==> src/rtl/iff_pkg.sv <==
package iff_pkg;

  localparam int MAX_FIELD_CHARS_DEF = 64;
  localparam int VALUE_BITS_DEF      = 64;

  // Digit slots: 22 octal digits cover 64 bits, 20 BCD digits cover 64 bits.
  localparam int DIG_N = 22;
  localparam int BCD_N = 20;

  typedef logic [2:0] func_t;
  localparam func_t FN_SDEC = 3'd0;
  localparam func_t FN_UDEC = 3'd1;
  localparam func_t FN_OCT  = 3'd2;
  localparam func_t FN_HEXL = 3'd3;
  localparam func_t FN_HEXU = 3'd4;

  typedef logic [1:0] size_t;
  localparam size_t SZ_NONE = 2'd0;
  localparam size_t SZ_H    = 2'd1;
  localparam size_t SZ_L    = 2'd2;

  localparam logic [7:0] CH_ZERO  = 8'h30;
  localparam logic [7:0] CH_SPACE = 8'h20;
  localparam logic [7:0] CH_PLUS  = 8'h2b;
  localparam logic [7:0] CH_MINUS = 8'h2d;
  localparam logic [7:0] CH_XLOW  = 8'h78;
  localparam logic [7:0] CH_XUP   = 8'h58;

  // Layout of one field, handed from the front end to the character emitter.
  typedef struct packed {
    logic [DIG_N-1:0][3:0] digs;
    logic [4:0]            dcount;
    logic                  upper;
    logic                  lead;
    logic                  sign_en;
    logic                  sign_neg;
    logic [5:0]            prepad;
    logic [6:0]            zcount;
    logic                  xflag;
    logic [5:0]            postpad;
    logic [7:0]            total;
  } field_desc_t;

endpackage

==> src/rtl/iff_front.sv <==
module iff_front #(
  parameter int VALUE_BITS      = iff_pkg::VALUE_BITS_DEF,
  parameter int MAX_FIELD_CHARS = iff_pkg::MAX_FIELD_CHARS_DEF
) (
  input  logic                 clk,
  input  logic                 rst_n,
  input  logic                 in_valid,
  output logic                 in_ready,
  input  logic [2:0]           in_func,
  input  logic [63:0]          in_raw_value,
  input  logic [1:0]           in_size_mod,
  input  logic                 in_left_justify,
  input  logic                 in_force_plus,
  input  logic                 in_space_sign,
  input  logic                 in_alternate_form,
  input  logic                 in_zero_pad,
  input  logic                 in_has_dot,
  input  logic [5:0]           in_field_width,
  input  logic [5:0]           in_precision,
  output logic                 push,
  input  logic                 push_ready,
  output iff_pkg::field_desc_t desc
);

  localparam int VB   = VALUE_BITS;
  localparam int CNTW = $clog2(VALUE_BITS + 1);
  localparam int DN   = iff_pkg::DIG_N;
  localparam int BN   = iff_pkg::BCD_N;
  localparam logic [8:0] MAXC = 9'(MAX_FIELD_CHARS);

  typedef enum logic [1:0] {F_IDLE, F_CONV, F_SCAN, F_LAY} fstate_t;

  fstate_t         st_r;
  iff_pkg::func_t  func_r;
  logic            lj_r, plus_r, sp_r, alt_r, zp_r, dot_r, neg_r, zero_r;
  logic [5:0]      fw_r, prec_r;
  logic [VB-1:0]   magk_r, sh_r;
  logic [BN*4-1:0] bcd_r;
  logic [CNTW-1:0] cnt_r;
  logic [DN-1:0][3:0] digs_r;
  logic [4:0]      ndig_r;

  // Cut and sign handling of the incoming argument.
  logic [VB-1:0] mask_c, v_c, mag_c;
  logic          sbit_c, neg_c;

  always_comb begin
    case (in_size_mod)
      iff_pkg::SZ_H: begin
        mask_c = {{(VB-16){1'b0}}, {16{1'b1}}};
        sbit_c = in_raw_value[15];
      end
      iff_pkg::SZ_L: begin
        mask_c = {VB{1'b1}};
        sbit_c = in_raw_value[VB-1];
      end
      default: begin
        mask_c = {{(VB-32){1'b0}}, {32{1'b1}}};
        sbit_c = in_raw_value[31];
      end
    endcase
    v_c   = in_raw_value[VB-1:0] & mask_c;
    neg_c = (in_func == iff_pkg::FN_SDEC) && sbit_c;
    mag_c = neg_c ? ((~v_c + {{(VB-1){1'b0}}, 1'b1}) & mask_c) : v_c;
  end

  // One double-dabble step: correct every BCD digit, then shift in one bit.
  logic [BN*4-1:0] bcd_adj, bcd_nxt;
  always_comb begin
    for (int i = 0; i < BN; i++) begin
      bcd_adj[i*4 +: 4] = (bcd_r[i*4 +: 4] >= 4'd5) ? (bcd_r[i*4 +: 4] + 4'd3)
                                                   : bcd_r[i*4 +: 4];
    end
    bcd_nxt = {bcd_adj[BN*4-2:0], sh_r[VB-1]};
  end

  // Digit slots for the conversion's base and the count of significant digits.
  logic [DN*4-1:0]    ext_c;
  logic [DN-1:0][3:0] digs_c;
  logic [4:0]         ndig_c;
  always_comb begin
    ext_c = {{(DN*4-VB){1'b0}}, magk_r};
    for (int i = 0; i < DN; i++) begin
      if (func_r == iff_pkg::FN_OCT) digs_c[i] = {1'b0, ext_c[i*3 +: 3]};
      else if (func_r == iff_pkg::FN_HEXL || func_r == iff_pkg::FN_HEXU)
        digs_c[i] = ext_c[i*4 +: 4];
      else if (i < BN) digs_c[i] = bcd_r[i*4 +: 4];
      else digs_c[i] = 4'd0;
    end
    ndig_c = 5'd0;
    for (int i = 0; i < DN; i++) begin
      if (digs_c[i] != 4'd0) ndig_c = 5'(i + 1);
    end
  end

  // Field layout.
  logic       is_s, hexb, octb, shrink, lead, sgn, pfx;
  logic [4:0] dcount;
  logic [1:0] pfx_len;
  logic [7:0] rlen, nz, nlen, need, pad, total;
  always_comb begin
    is_s    = (func_r == iff_pkg::FN_SDEC);
    hexb    = (func_r == iff_pkg::FN_HEXL) || (func_r == iff_pkg::FN_HEXU);
    octb    = (func_r == iff_pkg::FN_OCT);
    dcount  = zero_r ? ((is_s && dot_r) ? 5'd0 : 5'd1) : ndig_r;
    pfx_len = (zero_r || !alt_r) ? 2'd0 : (hexb ? 2'd2 : (octb ? 2'd1 : 2'd0));
    pfx     = (pfx_len != 2'd0);
    rlen    = 8'(dcount) + 8'(pfx_len);
    nz      = ({2'b0, prec_r} > rlen) ? ({2'b0, prec_r} - rlen) : 8'd0;
    nlen    = nz + rlen;
    shrink  = (is_s && plus_r && !zp_r) || neg_r || sp_r;
    need    = nlen + 8'(shrink);
    pad     = ({2'b0, fw_r} > need) ? ({2'b0, fw_r} - need) : 8'd0;
    lead    = sp_r && !neg_r;
    sgn     = neg_r || (is_s && plus_r);
    total   = 8'(lead) + 8'(sgn) + pad + nlen;
    if ({1'b0, total} > MAXC) total = MAXC[7:0];

    desc.digs     = digs_r;
    desc.dcount   = dcount;
    desc.upper    = (func_r == iff_pkg::FN_HEXU);
    desc.lead     = lead;
    desc.sign_en  = sgn;
    desc.sign_neg = neg_r;
    desc.prepad   = (!lj_r && !zp_r) ? pad[5:0] : 6'd0;
    desc.zcount   = (zp_r ? pad[6:0] : 7'd0) + nz[6:0] + 7'(pfx);
    desc.xflag    = (pfx_len == 2'd2);
    desc.postpad  = lj_r ? pad[5:0] : 6'd0;
    desc.total    = total;
  end

  assign in_ready = (st_r == F_IDLE);
  assign push     = (st_r == F_LAY);

  always_ff @(posedge clk) begin
    if (!rst_n) begin
      st_r <= F_IDLE;
    end else begin
      case (st_r)
        F_IDLE: begin
          if (in_valid) begin
            func_r <= in_func;
            lj_r   <= in_left_justify;
            plus_r <= in_force_plus;
            sp_r   <= in_space_sign && !in_force_plus;
            alt_r  <= in_alternate_form;
            zp_r   <= in_zero_pad && !in_left_justify;
            dot_r  <= in_has_dot;
            fw_r   <= in_field_width;
            prec_r <= in_precision;
            neg_r  <= neg_c;
            magk_r <= mag_c;
            sh_r   <= mag_c;
            bcd_r  <= '0;
            cnt_r  <= '0;
            st_r   <= F_CONV;
          end
        end
        F_CONV: begin
          bcd_r <= bcd_nxt;
          sh_r  <= {sh_r[VB-2:0], 1'b0};
          cnt_r <= cnt_r + 1'b1;
          if (cnt_r == CNTW'(VALUE_BITS - 1)) st_r <= F_SCAN;
        end
        F_SCAN: begin
          digs_r <= digs_c;
          ndig_r <= ndig_c;
          zero_r <= (magk_r == '0);
          st_r   <= F_LAY;
        end
        F_LAY: begin
          if (push_ready) st_r <= F_IDLE;
        end
        default: st_r <= F_IDLE;
      endcase
    end
  end

endmodule

==> src/rtl/iff_queue.sv <==
module iff_queue (
  input  logic                 clk,
  input  logic                 rst_n,
  input  logic                 push,
  output logic                 push_ready,
  input  iff_pkg::field_desc_t desc_in,
  output logic                 q_valid,
  output iff_pkg::field_desc_t desc_out,
  input  logic                 pop
);

  iff_pkg::field_desc_t mem_r [2];
  logic       wp_r, rp_r;
  logic [1:0] cnt_r;
  logic       do_push, do_pop;

  assign push_ready = (cnt_r != 2'd2);
  assign q_valid    = (cnt_r != 2'd0);
  assign desc_out   = mem_r[rp_r];
  assign do_push    = push && push_ready;
  assign do_pop     = pop && q_valid;

  always_ff @(posedge clk) begin
    if (do_push) mem_r[wp_r] <= desc_in;
  end

  always_ff @(posedge clk) begin
    if (!rst_n) begin
      wp_r  <= 1'b0;
      rp_r  <= 1'b0;
      cnt_r <= 2'd0;
    end else begin
      if (do_push) wp_r <= ~wp_r;
      if (do_pop) rp_r <= ~rp_r;
      cnt_r <= cnt_r + 2'(do_push) - 2'(do_pop);
    end
  end

endmodule

==> src/rtl/iff_back.sv <==
module iff_back (
  input  logic                 clk,
  input  logic                 rst_n,
  input  logic                 q_valid,
  input  iff_pkg::field_desc_t q_desc,
  output logic                 pop,
  output logic                 out_valid,
  input  logic                 out_ready,
  output logic [7:0]           out_char,
  output logic                 out_last_char
);

  typedef enum logic [2:0] {
    P_IDLE, P_LSP, P_PRE, P_SIGN, P_ZERO, P_X, P_DIG, P_POST
  } phase_t;

  phase_t               ph_r, ph_nxt;
  iff_pkg::field_desc_t d_r, d_nxt;
  logic [6:0]           rem_r, rem_nxt, rem_m1;
  logic [7:0]           left_r, left_nxt;
  logic                 ov_r, ov_nxt, last_r, last_nxt, emit, slot;
  logic [7:0]           ch_r, ch_nxt, ch_c;
  logic [3:0]           dig;

  assign slot   = !ov_r || out_ready;
  assign rem_m1 = rem_r - 7'd1;
  assign dig    = d_r.digs[rem_m1[4:0]];

  always_comb begin
    case (ph_r)
      P_SIGN:  ch_c = d_r.sign_neg ? iff_pkg::CH_MINUS : iff_pkg::CH_PLUS;
      P_ZERO:  ch_c = iff_pkg::CH_ZERO;
      P_X:     ch_c = d_r.upper ? iff_pkg::CH_XUP : iff_pkg::CH_XLOW;
      P_DIG: begin
        if (dig < 4'd10) ch_c = iff_pkg::CH_ZERO + 8'(dig);
        else ch_c = (d_r.upper ? 8'h37 : 8'h57) + 8'(dig);
      end
      default: ch_c = iff_pkg::CH_SPACE;
    endcase
  end

  always_comb begin
    ph_nxt   = ph_r;
    d_nxt    = d_r;
    rem_nxt  = rem_r;
    left_nxt = left_r;
    ch_nxt   = ch_r;
    last_nxt = last_r;
    ov_nxt   = ov_r && !out_ready;
    pop      = 1'b0;
    emit     = 1'b0;
    case (ph_r)
      P_IDLE: begin
        if (q_valid) begin
          pop = 1'b1;
          if (q_desc.total != 8'd0) begin
            d_nxt    = q_desc;
            ph_nxt   = P_LSP;
            rem_nxt  = 7'(q_desc.lead);
            left_nxt = q_desc.total;
          end
        end
      end
      default: begin
        if (rem_r == 7'd0) begin
          // Segment done: move on and load the length of the next one.
          case (ph_r)
            P_LSP:  begin ph_nxt = P_PRE;  rem_nxt = 7'(d_r.prepad);  end
            P_PRE:  begin ph_nxt = P_SIGN; rem_nxt = 7'(d_r.sign_en); end
            P_SIGN: begin ph_nxt = P_ZERO; rem_nxt = d_r.zcount;      end
            P_ZERO: begin ph_nxt = P_X;    rem_nxt = 7'(d_r.xflag);   end
            P_X:    begin ph_nxt = P_DIG;  rem_nxt = 7'(d_r.dcount);  end
            P_DIG:  begin ph_nxt = P_POST; rem_nxt = 7'(d_r.postpad); end
            default: ph_nxt = P_IDLE;
          endcase
        end else if (slot) begin
          emit     = 1'b1;
          rem_nxt  = rem_m1;
          left_nxt = left_r - 8'd1;
          ov_nxt   = 1'b1;
          ch_nxt   = ch_c;
          last_nxt = (left_r == 8'd1);
          // Characters past the field limit are dropped here.
          if (left_r == 8'd1) ph_nxt = P_IDLE;
        end
      end
    endcase
  end

  always_ff @(posedge clk) begin
    if (!rst_n) begin
      ph_r <= P_IDLE;
      ov_r <= 1'b0;
    end else begin
      ph_r <= ph_nxt;
      ov_r <= ov_nxt;
    end
    d_r    <= d_nxt;
    rem_r  <= rem_nxt;
    left_r <= left_nxt;
    ch_r   <= ch_nxt;
    last_r <= last_nxt;
  end

  assign out_valid     = ov_r;
  assign out_char      = ch_r;
  assign out_last_char = last_r;

  a_left_nonzero: assert property (@(posedge clk) disable iff (!rst_n)
    ph_r != P_IDLE |-> left_r != 8'd0)
    else $error("active field with no characters left");

  a_last_ends: assert property (@(posedge clk) disable iff (!rst_n)
    emit && left_r == 8'd1 |=> ph_r == P_IDLE && ov_r && last_r)
    else $error("last beat did not close the field");

  a_no_overwrite: assert property (@(posedge clk) disable iff (!rst_n)
    emit |-> !ov_r || out_ready)
    else $error("pending beat overwritten");

endmodule

==> src/rtl/integer_field_formatter.sv <==
// Flow: VALUE_BITS double-dabble steps, a digit scan and a layout state put an
// accepted item in the queue; the output stage then pops it and presents its
// characters segment by segment.
// Throughput: one beat per cycle within a field while out_ready holds, with segment
// steps between; the front end takes a new item only once the last is in the queue.
// Reset (synchronous, rst_n low) empties the front end, the queue and the output stage.
module integer_field_formatter #(
  parameter int MAX_FIELD_CHARS = iff_pkg::MAX_FIELD_CHARS_DEF,
  parameter int VALUE_BITS      = iff_pkg::VALUE_BITS_DEF
) (
  input  logic        clk,
  input  logic        rst_n,
  input  logic        in_valid,
  output logic        in_ready,
  input  logic [2:0]  in_func,
  input  logic [63:0] in_raw_value,
  input  logic [1:0]  in_size_mod,
  input  logic        in_left_justify,
  input  logic        in_force_plus,
  input  logic        in_space_sign,
  input  logic        in_alternate_form,
  input  logic        in_zero_pad,
  input  logic        in_has_dot,
  input  logic [5:0]  in_field_width,
  input  logic [5:0]  in_precision,
  output logic        out_valid,
  input  logic        out_ready,
  output logic [7:0]  out_char,
  output logic        out_last_char
);

  iff_pkg::field_desc_t f_desc, q_desc;
  logic push, push_ready, q_valid, pop;

  iff_front #(
    .VALUE_BITS(VALUE_BITS),
    .MAX_FIELD_CHARS(MAX_FIELD_CHARS)
  ) u_front (
    .clk(clk), .rst_n(rst_n),
    .in_valid(in_valid), .in_ready(in_ready),
    .in_func(in_func), .in_raw_value(in_raw_value), .in_size_mod(in_size_mod),
    .in_left_justify(in_left_justify), .in_force_plus(in_force_plus),
    .in_space_sign(in_space_sign), .in_alternate_form(in_alternate_form),
    .in_zero_pad(in_zero_pad), .in_has_dot(in_has_dot),
    .in_field_width(in_field_width), .in_precision(in_precision),
    .push(push), .push_ready(push_ready), .desc(f_desc)
  );

  iff_queue u_queue (
    .clk(clk), .rst_n(rst_n),
    .push(push), .push_ready(push_ready), .desc_in(f_desc),
    .q_valid(q_valid), .desc_out(q_desc), .pop(pop)
  );

  iff_back u_back (
    .clk(clk), .rst_n(rst_n),
    .q_valid(q_valid), .q_desc(q_desc), .pop(pop),
    .out_valid(out_valid), .out_ready(out_ready),
    .out_char(out_char), .out_last_char(out_last_char)
  );

endmodule
==> config.mk <==
export PLATFORM = sky130hd
export DESIGN_NAME = integer_field_formatter
export DESIGN_NICKNAME = d
export VERILOG_FILES = /design/src/rtl/iff_pkg.sv /design/src/rtl/iff_front.sv /design/src/rtl/iff_queue.sv /design/src/rtl/iff_back.sv /design/src/rtl/integer_field_formatter.sv
export SDC_FILE = /design/constraint.sdc
export NUM_CORES = 1
export LEC_CHECK = 0
export BUFFER_PORTS_ARGS = -buffer_cell sky130_fd_sc_hd__buf_2
export CAP_MARGIN = 10
export CORE_UTILIZATION = 40
export DETAILED_ROUTE_END_ITERATION = 6
export MAX_ROUTING_LAYER = met4
export REMOVE_ABC_BUFFERS = 1
export SLEW_MARGIN = 20
export SYNTH_ARGS = -nofsm -noshare
export SYNTH_HDL_FRONTEND = slang
export SYNTH_SLANG_ARGS = --single-unit
==> constraint.sdc <==
create_clock -name clk -period 16 [get_ports clk]
set_input_delay 2.4 -clock clk [delete_from_list [all_inputs] [get_ports clk]]
set_output_delay 2.4 -clock clk [all_outputs]
set_load 0.02 [all_outputs]
======== Yosys cells after proc, flatten, opt, wreduce, memory -nomap -nowiden ========
Memories as Yosys holds them, arrays and structs flattened. A register that Yosys moved wholly into a read port is not among the register bits.
Cells that the tools add are included.
cells by class
  magnitude comparators ................... 25
  mux-type cells .......................... 141
  $add $sub $neg .......................... 38
  equal/unequal tests ..................... 25
  multipliers ............................. 0
  reductions and logical operators ........ 71
  divide/modulo/power cells ............... 0
  bitwise gates (word level) .............. 7
  shift-type cells ........................ 0
operators by type and width
  operator                                                                count
  4-bit two-way mux                                                       68
  64-bit one-hot mux with 2 select lines                                  2
  80-bit one-hot mux with 2 select lines                                  1
  64-bit bitwise AND                                                      2
  64-bit two-way mux                                                      2
  4-bit nonzero test                                                      22
  4-bit by 3-bit >= comparator with 1-bit output (second input constant)  20
  80-bit two-way mux                                                      1
  4-bit by 2-bit adder with 4-bit output (second input constant)          19
  8-bit two-way mux                                                       9
  64-bit by 1-bit adder with 64-bit output (second input constant)        1
  64-bit zero test                                                        1
  64-bit NOT                                                              1
  7-bit two-way mux                                                       8
  3-bit two-way mux                                                       17
  7-bit one-hot mux with 6 select lines                                   1
  8-bit one-hot mux with 4 select lines                                   1
  8-bit adder                                                             3
  4-bit binary-select mux with 5-bit select                               1
  2-bit two-way mux                                                       9
  6-bit two-way mux                                                       3
  3-bit one-hot mux with 6 select lines                                   1
  6-bit by 8-bit greater-than comparator with 1-bit output                2
  6-bit by 8-bit subtractor with 8-bit output                             2
  other kinds (46)                                                        110
storage, ports and cells
  word-level logic and storage cells ...... 388
  bits in registers ....................... 481
  RAM bits ................................ 250
  latch bits .............................. 0
  ROM bits ................................ 0
  bits of input ports ..................... 91
  output and inout port bits .............. 11
  memories ................................ 1
memories
  name           depth  bits a word  read ports  clocked after Yosys merged registers in  wr ports  RTL line         source
  u_queue.mem_r  2      125          1           1                                        1         iff_queue.sv:12  iff_pkg::field_desc_t mem_r [2];

======== Longest topological paths before layout ========
Gate-level depths: netlist of run 1.
  depth after elaboration ................. 26
  mapped depth ............................ 49
  gate-level depth less buffers ........... 43

======== Hierarchy ========
Synthesis of run 1 repeated with hierarchy kept, for this count alone.
second synthesis, totals
  cells, all modules ...................... 2,627
  area, all modules ....................... 34,948.5 um2
by module, submodules not included
  module     cells an instance  instances  area each (um2)
  iff_front  1,817              1          19,251.0
  iff_queue  419                1          9,480.3
  iff_back   391                1          6,217.2

======== Worst setup path before layout of run 1 ========
OpenSTA, ideal clock, no wires.
  path type ............................... reg-to-reg
  start point ............................. reg u_front.func_r[2]
  end point ............................... mem u_queue.mem_r[0][3] in the netlist's numbering, data pin
  slack ................................... 5.902 ns
  clock period less this slack ............ 10.098 ns
  arrival time ............................ 9.820 ns
  required time ........................... 15.721 ns
  cell stages (with the launch flop) ...... 50
  path through ............................ edfxtp_1 > clkbuf_1 > clkbuf_1 > clkbuf_1 > clkbuf_1 > clkbuf_1 > buf_1 > nor2_1 > a41oi_1 > ha_1 > a21oi_1 > nor2_1 > xor2_1 > inv_1 > ha_1 > nand2_1 > or4_1 > a221oi_4 > (+14 left out) > a21o_1 > a21oi_1 > a31oi_1 > nor2b_1 > nand2b_1 > fa_1 > inv_1 > ha_1 > inv_1 > fa_1 > inv_1 > a21oi_1 > o21bai_1 > a21o_1 > a21oi_1 > xor2_1 > xnor2_1 > nor3_1
RTL lines
  item                    RTL line          source
  start, declared         iff_front.sv:34   iff_pkg::func_t func_r;
  start signal, assigned  iff_front.sv:142  func_r <= in_func;
  end, declared           iff_queue.sv:12

==> results of run 1 <==
[final timing paths]
path                                         end  cells after the start                        start  slack (ns)
setup / recovery   u_queue.mem_r[0][5]$_DFFE_PP_                     44  u_front.func_r[2]$_DFFE_PP_        4.55
hold / removal    u_queue.mem_r[0][38]$_DFFE_PP_                      0   u_front.desc[38]$_DFFE_PP_        0.42
setup reg to reg   u_queue.mem_r[0][5]$_DFFE_PP_                     44  u_front.func_r[2]$_DFFE_PP_        4.55
hold reg to reg   u_queue.mem_r[0][38]$_DFFE_PP_                      0   u_front.desc[38]$_DFFE_PP_        0.42
[power by group through the flow]
stage | registers (mW) | clock network [mW] | logic (mW)
after CTS | 2.93 | 1.80 | 2.29
after global placement | 2.95 | 0 | 2.23
after global routing | 2.97 | 1.87 | 2.51
after detailed placement | 2.97 | 0 | 2.27
final | 2.93 | 1.75 | 2.26
after floorplan | 2.92 | 0 | 1.63
[routing by layer]
layer	part of all wire	track usage
met1	0.46	0.257
met2	0.46	0.292
met3	0.050	0.0236
met4	0.029	0.0658
met5	0	-
[cell usage after synthesis (30+ instances only)]
cell type    n
nand2_1    156
inv_1      114
o221ai_1    33
xor2_1      54
nand2b_1    37
nor2_1     180
o22ai_1     46
and2_1      74
nor4_1      30
xnor2_1     89
o21ai_0    133
edfxtp_1   704
nor3_1      35
nor2b_1     42
or3_1       47
a21oi_1    149
mux2_2     173
o31ai_1     30
ha_1        91
clkbuf_1   122
nor3b_1     32
[flip-flops by register name, indices dropped and copies added (netlist names), 2 cells and up, named ones only]
signal and count:
u_back.d_r 112, u_front.prec_r 6, u_back.out_char 7, u_queue.mem_r 242, u_front.desc 84, u_queue.cnt_r 2, u_back.ph_r 3, u_back.rem_r 7
u_front.fw_r 6, u_front.ndig_r 5, u_front.cnt_r 7, u_front.bcd_r 80, u_front.sh_r 64, u_front.st_r 2, u_front.magk_r 64, u_back.left_r 8
u_front.func_r 3
[per-stage QoR]
step                cells  setup WS, ns
global route         4051          3.76
detailed placement   3907          4.65
CTS                  4051          4.61
finish               4051          4.55
floorplan            2620          3.71
global placement     3907          4.71
[worst reg2reg max path, delay by kind of cell, from the launching register on]
kind | cells | cell delay, ns
simple gates | 14 | 3.45
compound gates | 13 | 2.65
fa+ha+maj | 7 | 2.41
buf+inv | 6 | 1.27
xor+xnor | 3 | 0.93
flops | 1 | 0.32
mux | 1 | 0.15
[cell type report]
cell class,count,area [um2],share of cell area
clock buffers,92,2030,0.0513
clock inverters,52,459,0.0116
inverters,116,438,0.0111
multi-input cells,1789,13000,0.330
flip-flops and latches,715,21400,0.541
well taps,1155,1450,0.0366
repair buffers,132,748,0.0189
[kinds of logic (layout without fill, tap and decap cells)]
family | after synthesis | in the layout | synth area share
compound gates | 580 | 580 | 0.108
xor+xnor | 146 | 146 | 0.0368
mux | 220 | 220 | 0.0770
buf+inv | 255 | 392 | 0.0277
simple gates | 740 | 740 | 0.110
other cells | 1 | 4 | 0.000106
flops | 715 | 715 | 0.605
fa+ha+maj | 99 | 99 | 0.0362
==> summary.md, run 1 <==
| Metric | Value |
|---|---|
| Result of the run | `completed` |
| Switching Share | `0.338` |
| IO Count | `102` |
| Hold_ws | `0.424 ns` |
| Fraction of final layout cells sized beyond drive strength 1 | `0.173` |
| Clock power share | `0.252` |
| Final number of hold-violating endpoints | `0` |
| Final Cell Area | `slightly below 0.04 mm2` |
| Maximum number of pins on one net before global-route repair | `93` |
| Count of vias placed by the detailed router | `22.3k` |
| Cell with the biggest individual delay on the critical path | `nor2b_1` |
| Share of synthesized area occupied by flip-flops and latches | `0.605` |
| Total power | `between 6 and 7 mW` |
| Final clock period utilization by the worst path | `0.715` |
| Switching power | `2.35 mW` |
| Starting density of the core | `0.405` |
| Final setup violation count | `0` |
| Die width | `~300 um` |
| # H-tree levels | `3` |
| Per-cell via count in the routed design | `roughly 5.5` |
| Biggest area consumer among synthesized cells | `edfxtp_1` |
| Final-report max-slew violation count | `0` |
| Vias in the first global route | `22.1k` |
| Mean instance size in the synthesized netlist | `12.8 um2` |
| Crit-path leading delay family | `simple AND/OR/NAND/NOR gates` |
| Final core utilization | `0.453` |
| Crit start category | `flop` |
| CP max FO | `68` |
| Number of sinks handled by clock tree synthesis | `715` |
| Number of setup buffers added after CTS | `0` |
| Rel. slew slack | `0.261` |
| Detailed Place HPWL | `56.8 mm` |
| Total Nets Final | `3,020` |
| 1st-pass router iterations | `6` |
| Most frequent standard cell in the layout excluding fill and tap cells | `edfxtp_1` |
| Root Buffer | `clkbuf_16` |
| Top cell type's share of synthesized area | `0.599` |
| Arrival @ worst endpoint | `11.76 ns` |
| RSZ-0062 raised after global routing | `false` |
| Resize count post-CTS | `0` |
| WL/cell | `20.5 um` |
| Data required time at the worst endpoint | `16.32 ns` |
| Netlist Area Pre-Place | `0.0353 mm2` |
| Post-detailed-route DRC marker count | `0` |
| Placed inst area | `between 0.03 and 0.04 mm2` |
| Wire length after detailed routing | `roughly 83 mm` |
| GRT overflow | `0` |
| Count of hold-fix buffers inserted at cts | `0` |
| Number of buffers added by the clock tree synthesis step | `78` |
| Maximum clock path buffer count | `3` |
| IR Drop Worst-Case VDD | `0.000103 V` |
| Height of the die | `299 um` |
| Ratio of total power to cell area | `176 mW/mm2` |
| Leakage power summed over all cells | `between 10 and 15 nW` |
| Area contributors post-synth | `edfxtp_1 60%, mux2_2 5.5%, ha_1 3.2%` |
| Remaining number of nets flagged by the antenna check after routing | `0` |
| Synth unique cells | `92` |
| Part of the power in combinational logic | `0.326` |
| Sequential power share | `0.422` |
| Register clock-pin slew on the reported worst setup and hold paths | `0.06 ns` |
| Number of buffer and inverter instances along the worst setup path | `6` |
| Iteration-0 DRC Markers | `1,658` |
| Crit path capture type | `flop` |
| Layout-stage area growth over the synthesis result | `11.9%` |
| Crit Path Class | `flop to flop` |
| Die area | `approximately 0.089 mm2` |
| Max-Cap Viols | `0` |
| FILL cells | `7,825` |
| Count of port buffers added during placement | `100` |
| Antenna diodes | `0` |
| Final worst path period need | `11.45 ns` |
| Antenna violations before repair | `0` |
| Async set-reset flop share out of synthesis | `0` |
| TritonCTS clock tree | `built` |
| Worst clock skew | `0.0286 ns` |
| Placeable core region | `about 0.087 mm2` |
| P_int | `around 4.6 mW` |
| Worst min-delay path class | `flop to flop` |
| Register bit total from synthesis | `715` |
| Least-Margin Pin Slew | `1.10 ns` |
| Peak clock frequency supported by timing | `~87 MHz` |
| Std cell rows | `108` |
| Ys flop type | `edfxtp_1` |
| Skew-Pair Late Insertion Delay | `0.63 ns` |
| Number of synthesized flops with an enable pin | `approximately 700` |
| Biggest cell delay along the critical path | `0.54 ns` |
| Top library cells by usage in the layout, fill and taps aside | `704 x edfxtp_1, 178 x nor2_1, 173 x mux2_2` |
| Placer's final routability congestion estimate | `0.842` |
| Final TNS setup | `0 ns` |
| Total Routing Usage GR | `0.189` |
| Synth warn | `0` |
| Wire length of the first global-routing pass | `128 mm` |
| Cell count after synthesis | `2,756` |
No activity file was read; power rests on OpenSTA's default activity.
==> run 2: changes to the inputs <==
==> constraint.sdc (replaced) <==
create_clock -name clk -period 11.8 [get_ports clk]
set_input_delay 1.77 -clock clk [delete_from_list [all_inputs] [get_ports clk]]
set_output_delay 1.77 -clock clk [all_outputs]
set_load 0.02 [all_outputs]
==> run 2 against run 1 <==
Die area stayed put. Cell count is 0.12% higher. Routed wire length hardly changed. Combinational power is 37% higher. Final area is 0.61% higher. Via count hardly changed. Worst hold slack better by 0.019 ns. First-iteration DRC count is 3.7% lower. Highest routed layer unchanged.
==> summary.md, run 2 (synthesis gave the netlist of run 1 again) <==
| Metric | Value |
|---|---|
| IO Count | `102` |
| Root Buffer | `clkbuf_16` |
| Data required time at the worst endpoint | `12.15 ns` |
| Number of buffers added by the clock tree synthesis step | `between 70 and 80` |
| Total Nets Final | `slightly above 3k` |
| DP Cell Count | `3,909` |
| Max reg flops | `about 240` |
| GRT overflow | `0` |
| Top library cells by usage in the layout, fill and taps aside | `704 x edfxtp_1, 178 x nor2_1, 173 x mux2_2` |
| Crit Path Class | `flop to flop` |
| Total Routing Usage GR | `0.190` |
| Least-Margin Pin Slew | `1.08 ns` |
| R2R depth | `43` |
| Fin cells | `around 4.1k` |
| Maximum clock path buffer count | `3` |
| RSZ-0062 raised after global routing | `false` |
| Iteration-0 DRC Markers | `1,596` |
| Per-cell via count in the routed design | `5.48` |
| Worst clock skew | `0.0215 ns` |
| Wire length of the first global-routing pass | `128 mm` |
| Crit path capture type | `flop` |
| Biggest register | `u_queue.mem_r` |
| Total power | `9.59 mW` |
| Starting density of the core | `0.405` |
| Maximum number of pins on one net before global-route repair | `145` |
| Wire length after detailed routing | `82.9 mm` |
| Layout-stage area growth over the synthesis result | `12.6%` |
| Final number of hold-violating endpoints | `0` |
| Result of the run | `completed` |
| # H-tree levels | `3` |
| Post-detailed-route DRC marker count | `0` |
| Remaining number of nets flagged by the antenna check after routing | `0` |
| Final worst path period need | `10.66 ns` |
| Leakage power summed over all cells | `about 14 nW` |
| Met1 routing resource usage after global routing | `0.259` |
| WL/cell | `20.5 um` |
| Worst setup path startpoint | `u_front.func_r[1]$_DFFE_PP_` |
| 1st-pass router iterations | `5` |
| Cell with the biggest individual delay on the critical path | `or4_1` |
| Resize count post-CTS | `0` |
| Number of sinks handled by clock tree synthesis | `around 720` |
| Skew-Pair Late Insertion Delay | `0.64 ns` |
| Critical R2R Launch | `u_front.func_r[1]$_DFFE_PP_` |
| FILL cells | `7,727` |
| Height of the die | `299 um` |
| Final clock period utilization by the worst path | `0.903` |
| Die area | `0.0895 mm2` |
| TritonCTS clock tree | `built` |
| Placed inst area | `0.0371 mm2` |
| CP max FO | `about 70` |
| PnR worst setup slack | `1.14 ns` |
| Arrival @ worst endpoint | `11.01 ns` |
| Worst-case register-to-register setup slack | `1.14 ns` |
| Biggest cell delay along the critical path | `0.53 ns` |
| Count of port buffers added during placement | `100` |
| Ratio of total power to cell area | `roughly 240 mW/mm2` |
| Pre-CTS setup slack | `0.987 ns` |
| Number of setup buffers added after CTS | `0` |
| Placer's final routability congestion estimate | `~0.85` |
| Worst min-delay path class | `flop to flop` |
| Count of hold-fix buffers inserted at cts | `0` |
| Placeable core region | `0.0872 mm2` |
| Final-report max-slew violation count | `0` |
| Most crowded layer after global routing | `met2` |
| Detailed Place HPWL | `57.0 mm` |
| Fraction of met3 tracks used by global routing | `0.0248` |
| Final Cell Area | `roughly 0.040 mm2` |
| Std cell rows | `108` |
| Most frequent standard cell in the layout excluding fill and tap cells | `edfxtp_1` |
| Capture point of the worst reg-to-reg path | `u_queue.mem_r[0][5]$_DFFE_PP_` |
| Antenna violations before repair | `2` |
| Capture point of the worst path | `u_queue.mem_r[0][5]$_DFFE_PP_` |
| Max-Cap Viols | `0` |
| Crit start category | `flop` |
| Peak clock frequency supported by timing | `93.8 MHz` |
| Final setup violation count | `0` |
| Fraction of final layout cells sized beyond drive strength 1 | `0.177` |
| IR Drop Worst-Case VDD | `roughly 0.00011 V` |
| Register clock-pin slew on the reported worst setup and hold paths | `0.06 ns` |
| Rel. slew slack | `0.264` |
| Count of vias placed by the detailed router | `22.2k` |
| Vias in the first global route | `22.0k` |
| Met2 routing resource usage after global routing | `0.290` |
| Die width | `299 um` |
-- run 2: changes by cell type in the layout (fill, tap and decap cells not counted), sizes merged --
cell      before  now
clkinv        32   28
buf          132  135
bufinv         6   11
clkinvlp       8    6
inv          122  125
clkbuf        92   91
diode          0    1
-- run 2: how the worst min path moves through the flow --
stage / from / to / slack [ns] / cells after the start
floorplan: u_front.desc[100]$_DFFE_PP_ / u_queue.mem_r[0][100]$_DFFE_PP_ / 0.42 / 0
global placement: u_front.desc[105]$_DFFE_PP_ / u_queue.mem_r[0][105]$_DFFE_PP_ / 0.42 / 0
detailed placement: u_front.desc[112]$_DFFE_PP_ / u_queue.mem_r[1][112]$_DFFE_PP_ / 0.43 / 0
CTS: u_front.desc[112]$_DFFE_PP_ / u_queue.mem_r[1][112]$_DFFE_PP_ / 0.44 / 0
global route: u_front.desc[94]$_DFFE_PP_ / u_queue.mem_r[1][94]$_DFFE_PP_ / 0.45 / 0
finish: u_front.desc[112]$_DFFE_PP_ / u_queue.mem_r[1][112]$_DFFE_PP_ / 0.44 / 0
-- run 2: worst max-delay path: cells and delay by family (launching register included) --
family	cells	cell delay, ns
adder cells (fa/ha/maj)	7	2.41
multiplexers	1	0.09
AO/OA/AOI/OAI	15	3.18
buffers and inverters	6	0.90
flip-flops	1	0.36
XOR/XNOR	3	0.97
AND/OR/NAND/NOR	11	2.43
-- run 2: layer usage --
metal  share of wire  up-vias
met2            0.46      598
met4           0.030        0
met3           0.050      134
met5               0        -
met1            0.46    10900
li1                -    10600
-- run 2: final cells by class --
type	count	area (um2)	share of cell area
tap	1155	1450	0.0363
inverter	116	438	0.0110
clock inverter	54	629	0.0158
antenna	1	2.50	0.0000629
timing repair buffer	135	796	0.0200
sequential	715	21400	0.537
clock buffer	91	2040	0.0514
multi-input combinational	1789	13000	0.328
-- run 2: per-stage QoR --
| stage | setup TNS, ns | hold WS, ns | util |
|---|---|---|---|
| 2_1_floorplan | -6.67 | 0.421 | - |
| 3_3_place_gp | 0 | 0.424 | 0.425 |
| 3_5_place_dp | 0 | 0.429 | 0.425 |
| 4_1_cts | 0 | 0.443 | 0.456 |
| 5_1_grt | 0 | 0.446 | 0.456 |
| 6_report | 0 | 0.442 | 0.456 |
-- run 2: power breakdown --
group          switching [mW]  internal, mW  total [mW]
clock network            1.04          1.50        2.54
registers               0.354          3.60        3.95
logic                    1.83          1.27        3.09
total                    3.22          6.37        9.59
